### src/design/lbsd_pkg.sv
package lbsd_pkg;

    // Default sizes
    localparam int NUM_INDICATORS_DEF = 24;
    localparam int SHIFT_LENGTH_DEF   = 24;

    // Field widths
    localparam int ACTION_W    = 3;
    localparam int INDICATOR_W = 5;
    localparam int RATIO_W     = 11;
    localparam int COUNT_W     = 10;
    localparam int PRODUCT_W   = COUNT_W + RATIO_W;

    // Counter and ratio limits
    localparam logic [COUNT_W-1:0] COUNT_MAX        = 10'd1023;
    localparam logic [COUNT_W-1:0] FULL_SCALE_RESET = 10'd500;
    localparam logic [RATIO_W-1:0] RATIO_ONE        = 11'd1024;

    // Action codes
    localparam logic [ACTION_W-1:0] ACT_TICK    = 3'd0;
    localparam logic [ACTION_W-1:0] ACT_EVAL    = 3'd1;
    localparam logic [ACTION_W-1:0] ACT_SET     = 3'd2;
    localparam logic [ACTION_W-1:0] ACT_CLEAR   = 3'd3;
    localparam logic [ACTION_W-1:0] ACT_REFRESH = 3'd4;

    // Address width of a store with the given number of entries
    function automatic int addr_w(input int depth);
        return (depth > 1) ? $clog2(depth) : 1;
    endfunction

endpackage

### src/design/lbsd_ram.sv
module lbsd_ram #(
    parameter int WIDTH = lbsd_pkg::COUNT_W,
    parameter int DEPTH = lbsd_pkg::NUM_INDICATORS_DEF
) (
    input  logic                                i_clk,
    input  logic                                i_we,
    input  logic [lbsd_pkg::addr_w(DEPTH)-1:0]  i_waddr,
    input  logic [WIDTH-1:0]                    i_wdata,
    input  logic                                i_re,
    input  logic [lbsd_pkg::addr_w(DEPTH)-1:0]  i_raddr,
    output logic [WIDTH-1:0]                    o_rdata
);

    logic [WIDTH-1:0] r_mem [DEPTH];
    logic [WIDTH-1:0] r_rdata;

    // Write one entry, read one entry with registered data
    always_ff @(posedge i_clk) begin
        if (i_we) begin
            r_mem[i_waddr] <= i_wdata;
        end
        if (i_re) begin
            r_rdata <= r_mem[i_raddr];
        end
    end

    assign o_rdata = r_rdata;

endmodule

### src/design/lbsd_shift_out.sv
module lbsd_shift_out #(
    parameter int SHIFT_LENGTH = lbsd_pkg::SHIFT_LENGTH_DEF
) (
    input  logic                    i_clk,
    input  logic                    i_rst_n,
    input  logic                    i_start,
    input  logic [SHIFT_LENGTH-1:0] i_pattern,
    output logic                    o_active,
    output logic                    o_strobe,
    output logic                    o_serial_bit,
    output logic                    o_latch_pulse,
    output logic                    o_last_of_refresh
);

    localparam int PW = $clog2(SHIFT_LENGTH + 1);
    localparam logic [PW-1:0] POS_LATCH = PW'(SHIFT_LENGTH);

    logic                    r_active, n_active;
    logic                    r_phase, n_phase;
    logic [PW-1:0]           r_pos, n_pos;
    logic [SHIFT_LENGTH-1:0] r_sh, n_sh;
    logic                    r_strobe, n_strobe;
    logic                    r_bit, n_bit;
    logic                    r_latch, n_latch;
    logic                    r_last, n_last;

    // Emit one pulse a cycle: a zero run, a latch, the pattern run, a final latch
    always_comb begin
        n_active = r_active;
        n_phase  = r_phase;
        n_pos    = r_pos;
        n_sh     = r_sh;
        n_strobe = 1'b0;
        n_bit    = 1'b0;
        n_latch  = 1'b0;
        n_last   = 1'b0;
        if (r_active) begin
            n_strobe = 1'b1;
            if (r_pos == POS_LATCH) begin
                n_latch = 1'b1;
                n_last  = r_phase;
                n_pos   = '0;
                n_phase = 1'b1;
                if (r_phase) begin
                    n_active = 1'b0;
                end
            end else begin
                n_bit = r_phase & r_sh[0];
                n_pos = r_pos + PW'(1);
                if (r_phase) begin
                    n_sh = r_sh >> 1;
                end
            end
        end else if (i_start) begin
            n_active = 1'b1;
            n_phase  = 1'b0;
            n_pos    = '0;
            n_sh     = i_pattern;
        end
    end

    always_ff @(posedge i_clk) begin
        if (!i_rst_n) begin
            r_active <= 1'b0;
            r_phase  <= 1'b0;
            r_pos    <= '0;
            r_strobe <= 1'b0;
        end else begin
            r_active <= n_active;
            r_phase  <= n_phase;
            r_pos    <= n_pos;
            r_strobe <= n_strobe;
        end
    end

    // Hold the payload of the current pulse
    always_ff @(posedge i_clk) begin
        r_sh    <= n_sh;
        r_bit   <= n_bit;
        r_latch <= n_latch;
        r_last  <= n_last;
    end

    assign o_active          = r_active;
    assign o_strobe          = r_strobe;
    assign o_serial_bit      = r_bit;
    assign o_latch_pulse     = r_latch;
    assign o_last_of_refresh = r_last;

endmodule

### src/design/led_blink_serial_driver.sv
// LED blink driver with a serial shift-register output. Commands are taken when
// start is high and busy is low. Tick and evaluate sweep the count and period
// memories one indicator a cycle (read, then write back in the next cycle);
// busy stays high until the last write-back. A set period is busy in ST_SET
// only, a clear not at all. A refresh emits 2 * (SHIFT_LENGTH + 1) results,
// one per cycle once the shifter's active and strobe flags are set, and holds
// busy until the shifter is idle. Each result is shown for one cycle under
// o_strobe and cannot be stalled; the receiver must take every strobed result.
module led_blink_serial_driver #(
    parameter int NUM_INDICATORS = lbsd_pkg::NUM_INDICATORS_DEF,
    parameter int SHIFT_LENGTH   = lbsd_pkg::SHIFT_LENGTH_DEF
) (
    input  logic                               i_clk,
    input  logic                               i_rst_n,
    input  logic                               start,
    output logic                               busy,
    input  logic [lbsd_pkg::ACTION_W-1:0]      i_action,
    input  logic [lbsd_pkg::INDICATOR_W-1:0]   i_indicator,
    input  logic [lbsd_pkg::RATIO_W-1:0]       i_ratio,
    input  logic                               i_cfg_valid,
    output logic                               o_cfg_ready,
    input  logic [lbsd_pkg::COUNT_W-1:0]       i_cfg_data,
    output logic                               o_strobe,
    output logic                               o_serial_bit,
    output logic                               o_latch_pulse,
    output logic                               o_last_of_refresh
);

    localparam int AW = lbsd_pkg::addr_w(NUM_INDICATORS);
    localparam int IW = $clog2(NUM_INDICATORS + 1);
    localparam int CW = lbsd_pkg::COUNT_W;
    localparam int PRW = lbsd_pkg::PRODUCT_W;

    typedef enum logic [3:0] {
        ST_IDLE  = 4'b0001,
        ST_SWEEP = 4'b0010,
        ST_SET   = 4'b0100,
        ST_SHIFT = 4'b1000
    } t_state;

    t_state r_state, n_state;

    logic                      accept;
    logic [CW-1:0]             r_full_scale;
    logic                      r_eval;
    logic [AW-1:0]             r_set_addr;
    logic [lbsd_pkg::RATIO_W-1:0] r_set_ratio;
    logic [IW-1:0]             r_idx;
    logic                      rd_en;
    logic [AW-1:0]             rd_addr;
    logic                      r_pvld;
    logic [AW-1:0]             r_pidx;
    logic                      r_cnt_rv, r_per_rv;
    logic [NUM_INDICATORS-1:0] r_cnt_vld, r_per_vld;
    logic [NUM_INDICATORS-1:0] r_led;
    logic [CW-1:0]             cnt_rdata, per_rdata;
    logic [CW-1:0]             cnt_q, per_q;
    logic                      hit;
    logic                      cnt_we;
    logic [CW-1:0]             cnt_wdata;
    logic                      per_we;
    logic [PRW-1:0]            product;
    logic [CW-1:0]             per_wdata;
    logic                      set_ok;
    logic                      sh_start;
    logic                      sh_active;
    logic [SHIFT_LENGTH-1:0]   pattern;

    assign accept      = start && !busy;
    assign busy        = (r_state != ST_IDLE);
    assign o_cfg_ready = 1'b1;

    // Range checks for a set period command
    assign set_ok = (i_indicator < lbsd_pkg::INDICATOR_W'(NUM_INDICATORS))
                 && (i_ratio <= lbsd_pkg::RATIO_ONE);

    // Full-scale register
    always_ff @(posedge i_clk) begin
        if (!i_rst_n) begin
            r_full_scale <= lbsd_pkg::FULL_SCALE_RESET;
        end else if (i_cfg_valid && o_cfg_ready) begin
            r_full_scale <= i_cfg_data;
        end
    end

    // Decode the command and step the sequencer
    always_comb begin
        n_state  = r_state;
        sh_start = 1'b0;
        case (r_state)
            ST_IDLE: begin
                if (accept) begin
                    case (i_action)
                        lbsd_pkg::ACT_TICK,
                        lbsd_pkg::ACT_EVAL:    n_state = ST_SWEEP;
                        lbsd_pkg::ACT_SET: begin
                            if (set_ok) begin
                                n_state = ST_SET;
                            end
                        end
                        lbsd_pkg::ACT_REFRESH: begin
                            n_state  = ST_SHIFT;
                            sh_start = 1'b1;
                        end
                        default:               n_state = ST_IDLE;
                    endcase
                end
            end
            ST_SWEEP: begin
                if (r_pvld && r_pidx == AW'(NUM_INDICATORS - 1)) begin
                    n_state = ST_IDLE;
                end
            end
            ST_SET:   n_state = ST_IDLE;
            ST_SHIFT: begin
                if (!sh_active) begin
                    n_state = ST_IDLE;
                end
            end
            default:  n_state = ST_IDLE;
        endcase
    end

    // Sweep read side: one entry a cycle
    assign rd_en   = (r_state == ST_SWEEP) && (r_idx < IW'(NUM_INDICATORS));
    assign rd_addr = r_idx[AW-1:0];

    always_ff @(posedge i_clk) begin
        if (!i_rst_n) begin
            r_state   <= ST_IDLE;
            r_idx     <= '0;
            r_pvld    <= 1'b0;
            r_cnt_vld <= '0;
            r_per_vld <= '0;
            r_led     <= '0;
        end else begin
            r_state <= n_state;
            r_pvld  <= rd_en;
            if (accept) begin
                r_idx <= '0;
            end else if (rd_en) begin
                r_idx <= r_idx + IW'(1);
            end
            if (cnt_we) begin
                r_cnt_vld[r_pidx] <= 1'b1;
            end
            if (per_we) begin
                r_per_vld[r_set_addr] <= 1'b1;
            end
            // Clear all states, or toggle on an evaluate hit
            if (accept && i_action == lbsd_pkg::ACT_CLEAR) begin
                r_led <= '0;
            end else if (r_pvld && r_eval && hit) begin
                r_led[r_pidx] <= ~r_led[r_pidx];
            end
        end
    end

    // Capture command operands and the read-side pipeline tags
    always_ff @(posedge i_clk) begin
        if (accept) begin
            r_eval      <= (i_action == lbsd_pkg::ACT_EVAL);
            r_set_addr  <= i_indicator[AW-1:0];
            r_set_ratio <= i_ratio;
        end
        if (rd_en) begin
            r_pidx   <= rd_addr;
            r_cnt_rv <= r_cnt_vld[rd_addr];
            r_per_rv <= r_per_vld[rd_addr];
        end
    end

    // Write-back side: entries never written read as zero
    always_comb begin
        cnt_q = r_cnt_rv ? cnt_rdata : '0;
        per_q = r_per_rv ? per_rdata : '0;
        hit   = (per_q != '0) && (cnt_q >= per_q);
        if (r_eval) begin
            cnt_we    = r_pvld && hit;
            cnt_wdata = '0;
        end else begin
            cnt_we    = r_pvld;
            cnt_wdata = (cnt_q == lbsd_pkg::COUNT_MAX) ? cnt_q : cnt_q + CW'(1);
        end
    end

    // Period = floor(full_scale * ratio / 1024)
    assign product   = PRW'(r_full_scale) * PRW'(r_set_ratio);
    assign per_wdata = product[CW+9:10];
    assign per_we    = (r_state == ST_SET);

    lbsd_ram #(
        .WIDTH (CW),
        .DEPTH (NUM_INDICATORS)
    ) u_cnt_ram (
        .i_clk   (i_clk),
        .i_we    (cnt_we),
        .i_waddr (r_pidx),
        .i_wdata (cnt_wdata),
        .i_re    (rd_en),
        .i_raddr (rd_addr),
        .o_rdata (cnt_rdata)
    );

    lbsd_ram #(
        .WIDTH (CW),
        .DEPTH (NUM_INDICATORS)
    ) u_per_ram (
        .i_clk   (i_clk),
        .i_we    (per_we),
        .i_waddr (r_set_addr),
        .i_wdata (per_wdata),
        .i_re    (rd_en),
        .i_raddr (rd_addr),
        .o_rdata (per_rdata)
    );

    // Display pattern: bits beyond the indicators are zero
    for (genvar k = 0; k < SHIFT_LENGTH; k++) begin : g_pat
        if (k < NUM_INDICATORS) begin : g_led
            assign pattern[k] = r_led[k];
        end else begin : g_zero
            assign pattern[k] = 1'b0;
        end
    end

    lbsd_shift_out #(
        .SHIFT_LENGTH (SHIFT_LENGTH)
    ) u_shift_out (
        .i_clk             (i_clk),
        .i_rst_n           (i_rst_n),
        .i_start           (sh_start),
        .i_pattern         (pattern),
        .o_active          (sh_active),
        .o_strobe          (o_strobe),
        .o_serial_bit      (o_serial_bit),
        .o_latch_pulse     (o_latch_pulse),
        .o_last_of_refresh (o_last_of_refresh)
    );

endmodule

### config.mk
export PLATFORM = sky130hd
export DESIGN_NAME = led_blink_serial_driver
export DESIGN_NICKNAME = d
export VERILOG_FILES = /design/src/design/lbsd_pkg.sv /design/src/design/lbsd_ram.sv /design/src/design/lbsd_shift_out.sv /design/src/design/led_blink_serial_driver.sv
export SDC_FILE = /design/constraint.sdc
export NUM_CORES = 1
export LEC_CHECK = 0
export BUFFER_PORTS_ARGS = -buffer_cell sky130_fd_sc_hd__buf_2
export CORE_MARGIN = 8
export CORE_UTILIZATION = 30
export DETAILED_ROUTE_END_ITERATION = 12
export GPL_TIMING_DRIVEN = 0
export HOLD_SLACK_MARGIN = 0.02
export PLACE_DENSITY_LB_ADDON = 0.1
export REMOVE_ABC_BUFFERS = 1
export SYNTH_ARGS = -nofsm -noshare
export SYNTH_HDL_FRONTEND = slang
export SYNTH_SLANG_ARGS = --single-unit
export TNS_END_PERCENT = 100
### constraint.sdc
create_clock -name i_clk -period 6.35 [get_ports i_clk]
set_input_delay 1.27 -clock i_clk [delete_from_list [all_inputs] [get_ports i_clk]]
set_output_delay 1.27 -clock i_clk [all_outputs]
set_load 0.05 [all_outputs]
==> reports/results.tsv <==
stage	metric	value	unit
hold_path	hp-class	flip-flop to flip-flop	
detailed_routing	drc_errors	0	
logic_synthesis	synth_cells	1784	
timing	finalHoldViolCount	0	
grt	grt_pass1_wl	106	mm
critical_path	worstSetupStartpointType	flip-flop	
timing	layout_worst_path_cycle_share	92.2	%
critical_path	cp.arrival	6190	ps
die	die_area	107000	um2
detailed_routing	routed_wl	70.6	mm
clock_tree	worstSkewPairLatency	620	ps
detailed_routing	firstDrtPassIters	5	
timing	drv_slew	0	
placed_design	post_dp_cell_area	31100	um2
detailed_routing	viasPerCell	4.84	
logic_synthesis	synth_enable_flop_cells	548	
grt	grt_max_degree	48	
clock_tree	h-tree-depth	3	
cells_and_area	fin_util	34.8	%
logic_synthesis	synth-main-ff-cell	edfxtp_1	
grt	grt_usage	13.1	%
clock_tree	cts_buffers	74	
critical_path	endpoint_kind	flip-flop	
logic_synthesis	synth_warnings	0	
detailed_routing	drt-wirelength-per-cell	22.4	um
clock_tree	cts_root_buf	clkbuf_16	
placed_design	portBuffers	37	
placed_design	detailed_place_hpwl	45.2	mm
grt	antenna_found_initial	0	
logic_synthesis	yosys_register_bits	651	
pwr	powerDensity	472	nW/um2
logic_synthesis	synth.area.top_cells	edfxtp_1, mux4_2, dfxtp_1	
critical_path	crit_required	6690	ps
run	drv_cap	0	
logic_synthesis	synthArstFlopShare	0	%
logic_synthesis	avgSynthCellArea	16.3	um2
timing	worst_pin_slew	1350	ps
logic_synthesis	syn_area	29100	um2
detailed_routing	vias	15288	
clock_tree	cts_tree	done	
pwr	leakagePower	11.3	nW
detailed_routing	drt-initial-drc-count	1077	
outcome	status	complete, no violations	
die	die_x	327	um
die	fp.dieH	327	um
grt	grt_pass1_vias	16146	
cells_and_area	nets	1986	
timing	fmax	0.171	GHz
pwr	power	15.8	mW
die	io_pins	39	
clock_tree	clkTransAtPathRegs	60	ps
placed_design	dp_slack	283	ps
logic_synthesis	seq_area_frac_synth	63.6	%
die	num_rows	114	
cells_and_area	regArea	18500	um2
detailed_routing	final_antenna_net_count	0	
timing	worst_hold_slack	461	ps
cells_and_area	diodes	0	
timing	setup_slack	496	ps
timing	fin_crit	5850	ps
grt	overflow	0	
cells_and_area	final_area	33500	um2
logic_synthesis	synth_cell_types	62	
clock_tree	postCtsSetupBuffers	0	
clock_tree	cts_buffer_depth	3	
timing	rsz0062_at_grt	false	
clock_tree	clock_sinks	651	
timing	slew_headroom	9.59	%
logic_synthesis	synth_area_leader_cell	edfxtp_1	
cells_and_area	multiInputGateArea	9980	um2
timing	finalSetupViolCount	0	
pwr	vdd_drop_max	1910	uV
cells_and_area	drive_gt1_share	21.2	%
timing	clock_skew	26.4	ps
die	core_area	96400	um2
cells_and_area	area_growth_syn_to_layout	15.3	%
die	initial_core_util	30.2	%
logic_synthesis	yosysTopAreaCellShare	56.5	%
critical_path	critPathMaxFanout	24	
placed_design	place.gp.congestion	0.714	
cells_and_area	fillCellCount	9258	
critical_path	crit_type	flip-flop to flip-flop	
[path summary, 6_finish.rpt]
kind	slack [ps]	to	start	cells after the start
setup / recovery	500	u_per_ram.r_mem[1][4]	r_set_ratio[8]	17
hold / removal	460	r_per_vld[9]	r_per_vld[9]	1
setup reg to reg	500	u_per_ram.r_mem[1][4]	r_set_ratio[8]	17
hold reg to reg	460	r_per_vld[9]	r_per_vld[9]	1
[kinds of logic after synthesis]
group / Yosys count / share of synthesized area [%]
xor gates and xnor gates: 25 / 0.752
muxes: 230 / 14.9
adders and majority gates: 133 / 7.47
other: 1 / 0.0129
DFF: 651 / 63.6
AOI/OAI and AO/OA: 145 / 3.62
buffers and inverters: 192 / 2.72
and+or+nand+nor: 407 / 6.91
[synth_stat cells, types with 5 or more instances]
library cell	count
edfxtp_1	548
mux4_2	160
nor2_1	121
dfxtp_1	103
nand2_1	97
inv_1	85
and2_1	81
clkbuf_1	70
fa_1	68
ha_1	65
mux2i_1	46
a21oi_1	39
and3_1	34
mux2_2	24
a32o_1	23
buf_2	20
nand4_1	15
xnor2_1	14
a41oi_1	12
nand3_1	12
o21ai_0	12
a211oi_1	11
xor2_1	11
a311oi_1	8
a31oi_1	8
buf_1	7
nor3_1	7
buf_4	6
nand2b_1	6
nor2b_1	6
nor4_1	5
o211ai_1	5
[layer usage]
metal | part of all wire, % | track usage [%] | vias to the layer above
li1 | - | - | 6924
met1 | 44 | 17.1 | 8037
met2 | 50 | 22.6 | 241
met3 | 3.3 | 2.15 | 86
met4 | 2.1 | 3.39 | 0
met5 | 0 | 0 | -
[sequential cells by signal (all words and copies together) (netlist names), 5 cells and up]
| signal | count |
|---|---|
| u_cnt_ram.r_mem | 240 |
| u_per_ram.r_mem | 240 |
| pattern | 24 |
| r_cnt_vld | 24 |
| r_per_vld | 24 |
| u_shift_out.r_sh | 24 |
| r_set_ratio | 11 |
| r_full_scale | 10 |
| u_cnt_ram.o_rdata | 10 |
| u_per_ram.o_rdata | 10 |
| r_idx | 5 |
| r_pidx | 5 |
| r_set_addr | 5 |
| u_shift_out.r_pos | 5 |
[metrics by stage]
step	instances	TNS [ps]
after floorplan	1678	-16610
after global placement	2991	-225770
after CTS	3156	0
final	3157	0
after detailed placement	3019	0
after global routing	3157	0
[where the power goes]
| group | switching [mW] | internal, mW | leakage [nW] |
|---|---|---|---|
| combinational | 3.12 | 1.63 | 4.27 |
| clock | 1.73 | 2.50 | 1.18 |
| sequential | 0.0484 | 6.79 | 5.84 |
[cell type report]
| type | instances | area share [%] |
|---|---|---|
| sequential | 651 | 55.2 |
| multi-input combinational | 941 | 29.8 |
| clock buffer | 99 | 6.17 |
| tap | 1276 | 4.76 |
| timing repair buffer | 66 | 2.09 |
| clock inverter | 38 | 1.01 |
| inverter | 86 | 0.962 |
[critical path: stages (launching register included)]
cell and delay (ps):
edfxtp_1 700, nand2_1 160, fa_1 550, inv_1 50, fa_1 480, fa_1 500, fa_1 490, inv_1 50
fa_1 470, inv_1 40, ha_1 280, a21oi_1 170, o21ai_0 140, o211ai_1 500, nand2b_1 260, a221oi_1 450
xnor2_2 120, buf_8 170
[layout by cell type (no fill, tap or decap), types with 7 or more instances in the layout]
cell type / synthesis / final
a41oi_1: 12 / 12
o21ai_0: 12 / 11
a211oi_1: 11 / 10
buf_16: 0 / 7
a21oi_1: 39 / 37
nor2_2: 0 / 14
clkbuf_16: 0 / 77
mux2i_1: 46 / 46
nand4_1: 15 / 15
nor2_1: 121 / 107
and3_1: 34 / 34
inv_1: 85 / 85
mux2_2: 24 / 24
clkbuf_1: 70 / 16
a311oi_1: 8 / 8
dfxtp_1: 103 / 97
xor2_1: 11 / 8
nand2_1: 97 / 97
edfxtp_1: 548 / 548
a32o_1: 23 / 23
clkinv_2: 0 / 8
ha_1: 65 / 65
a31oi_1: 8 / 8
xnor2_1: 14 / 7
fa_1: 68 / 68
nand3_1: 12 / 12
buf_8: 0 / 12
clkinv_1: 1 / 21
mux4_2: 160 / 160
and2_1: 81 / 81
buf_2: 20 / 37
[timing repair]
action	CTS	global route
gates resized for setup	0	1
setup endpoints to repair	0	24
hold buffers	0	0
No activity file was read; power rests on OpenSTA's default activity.
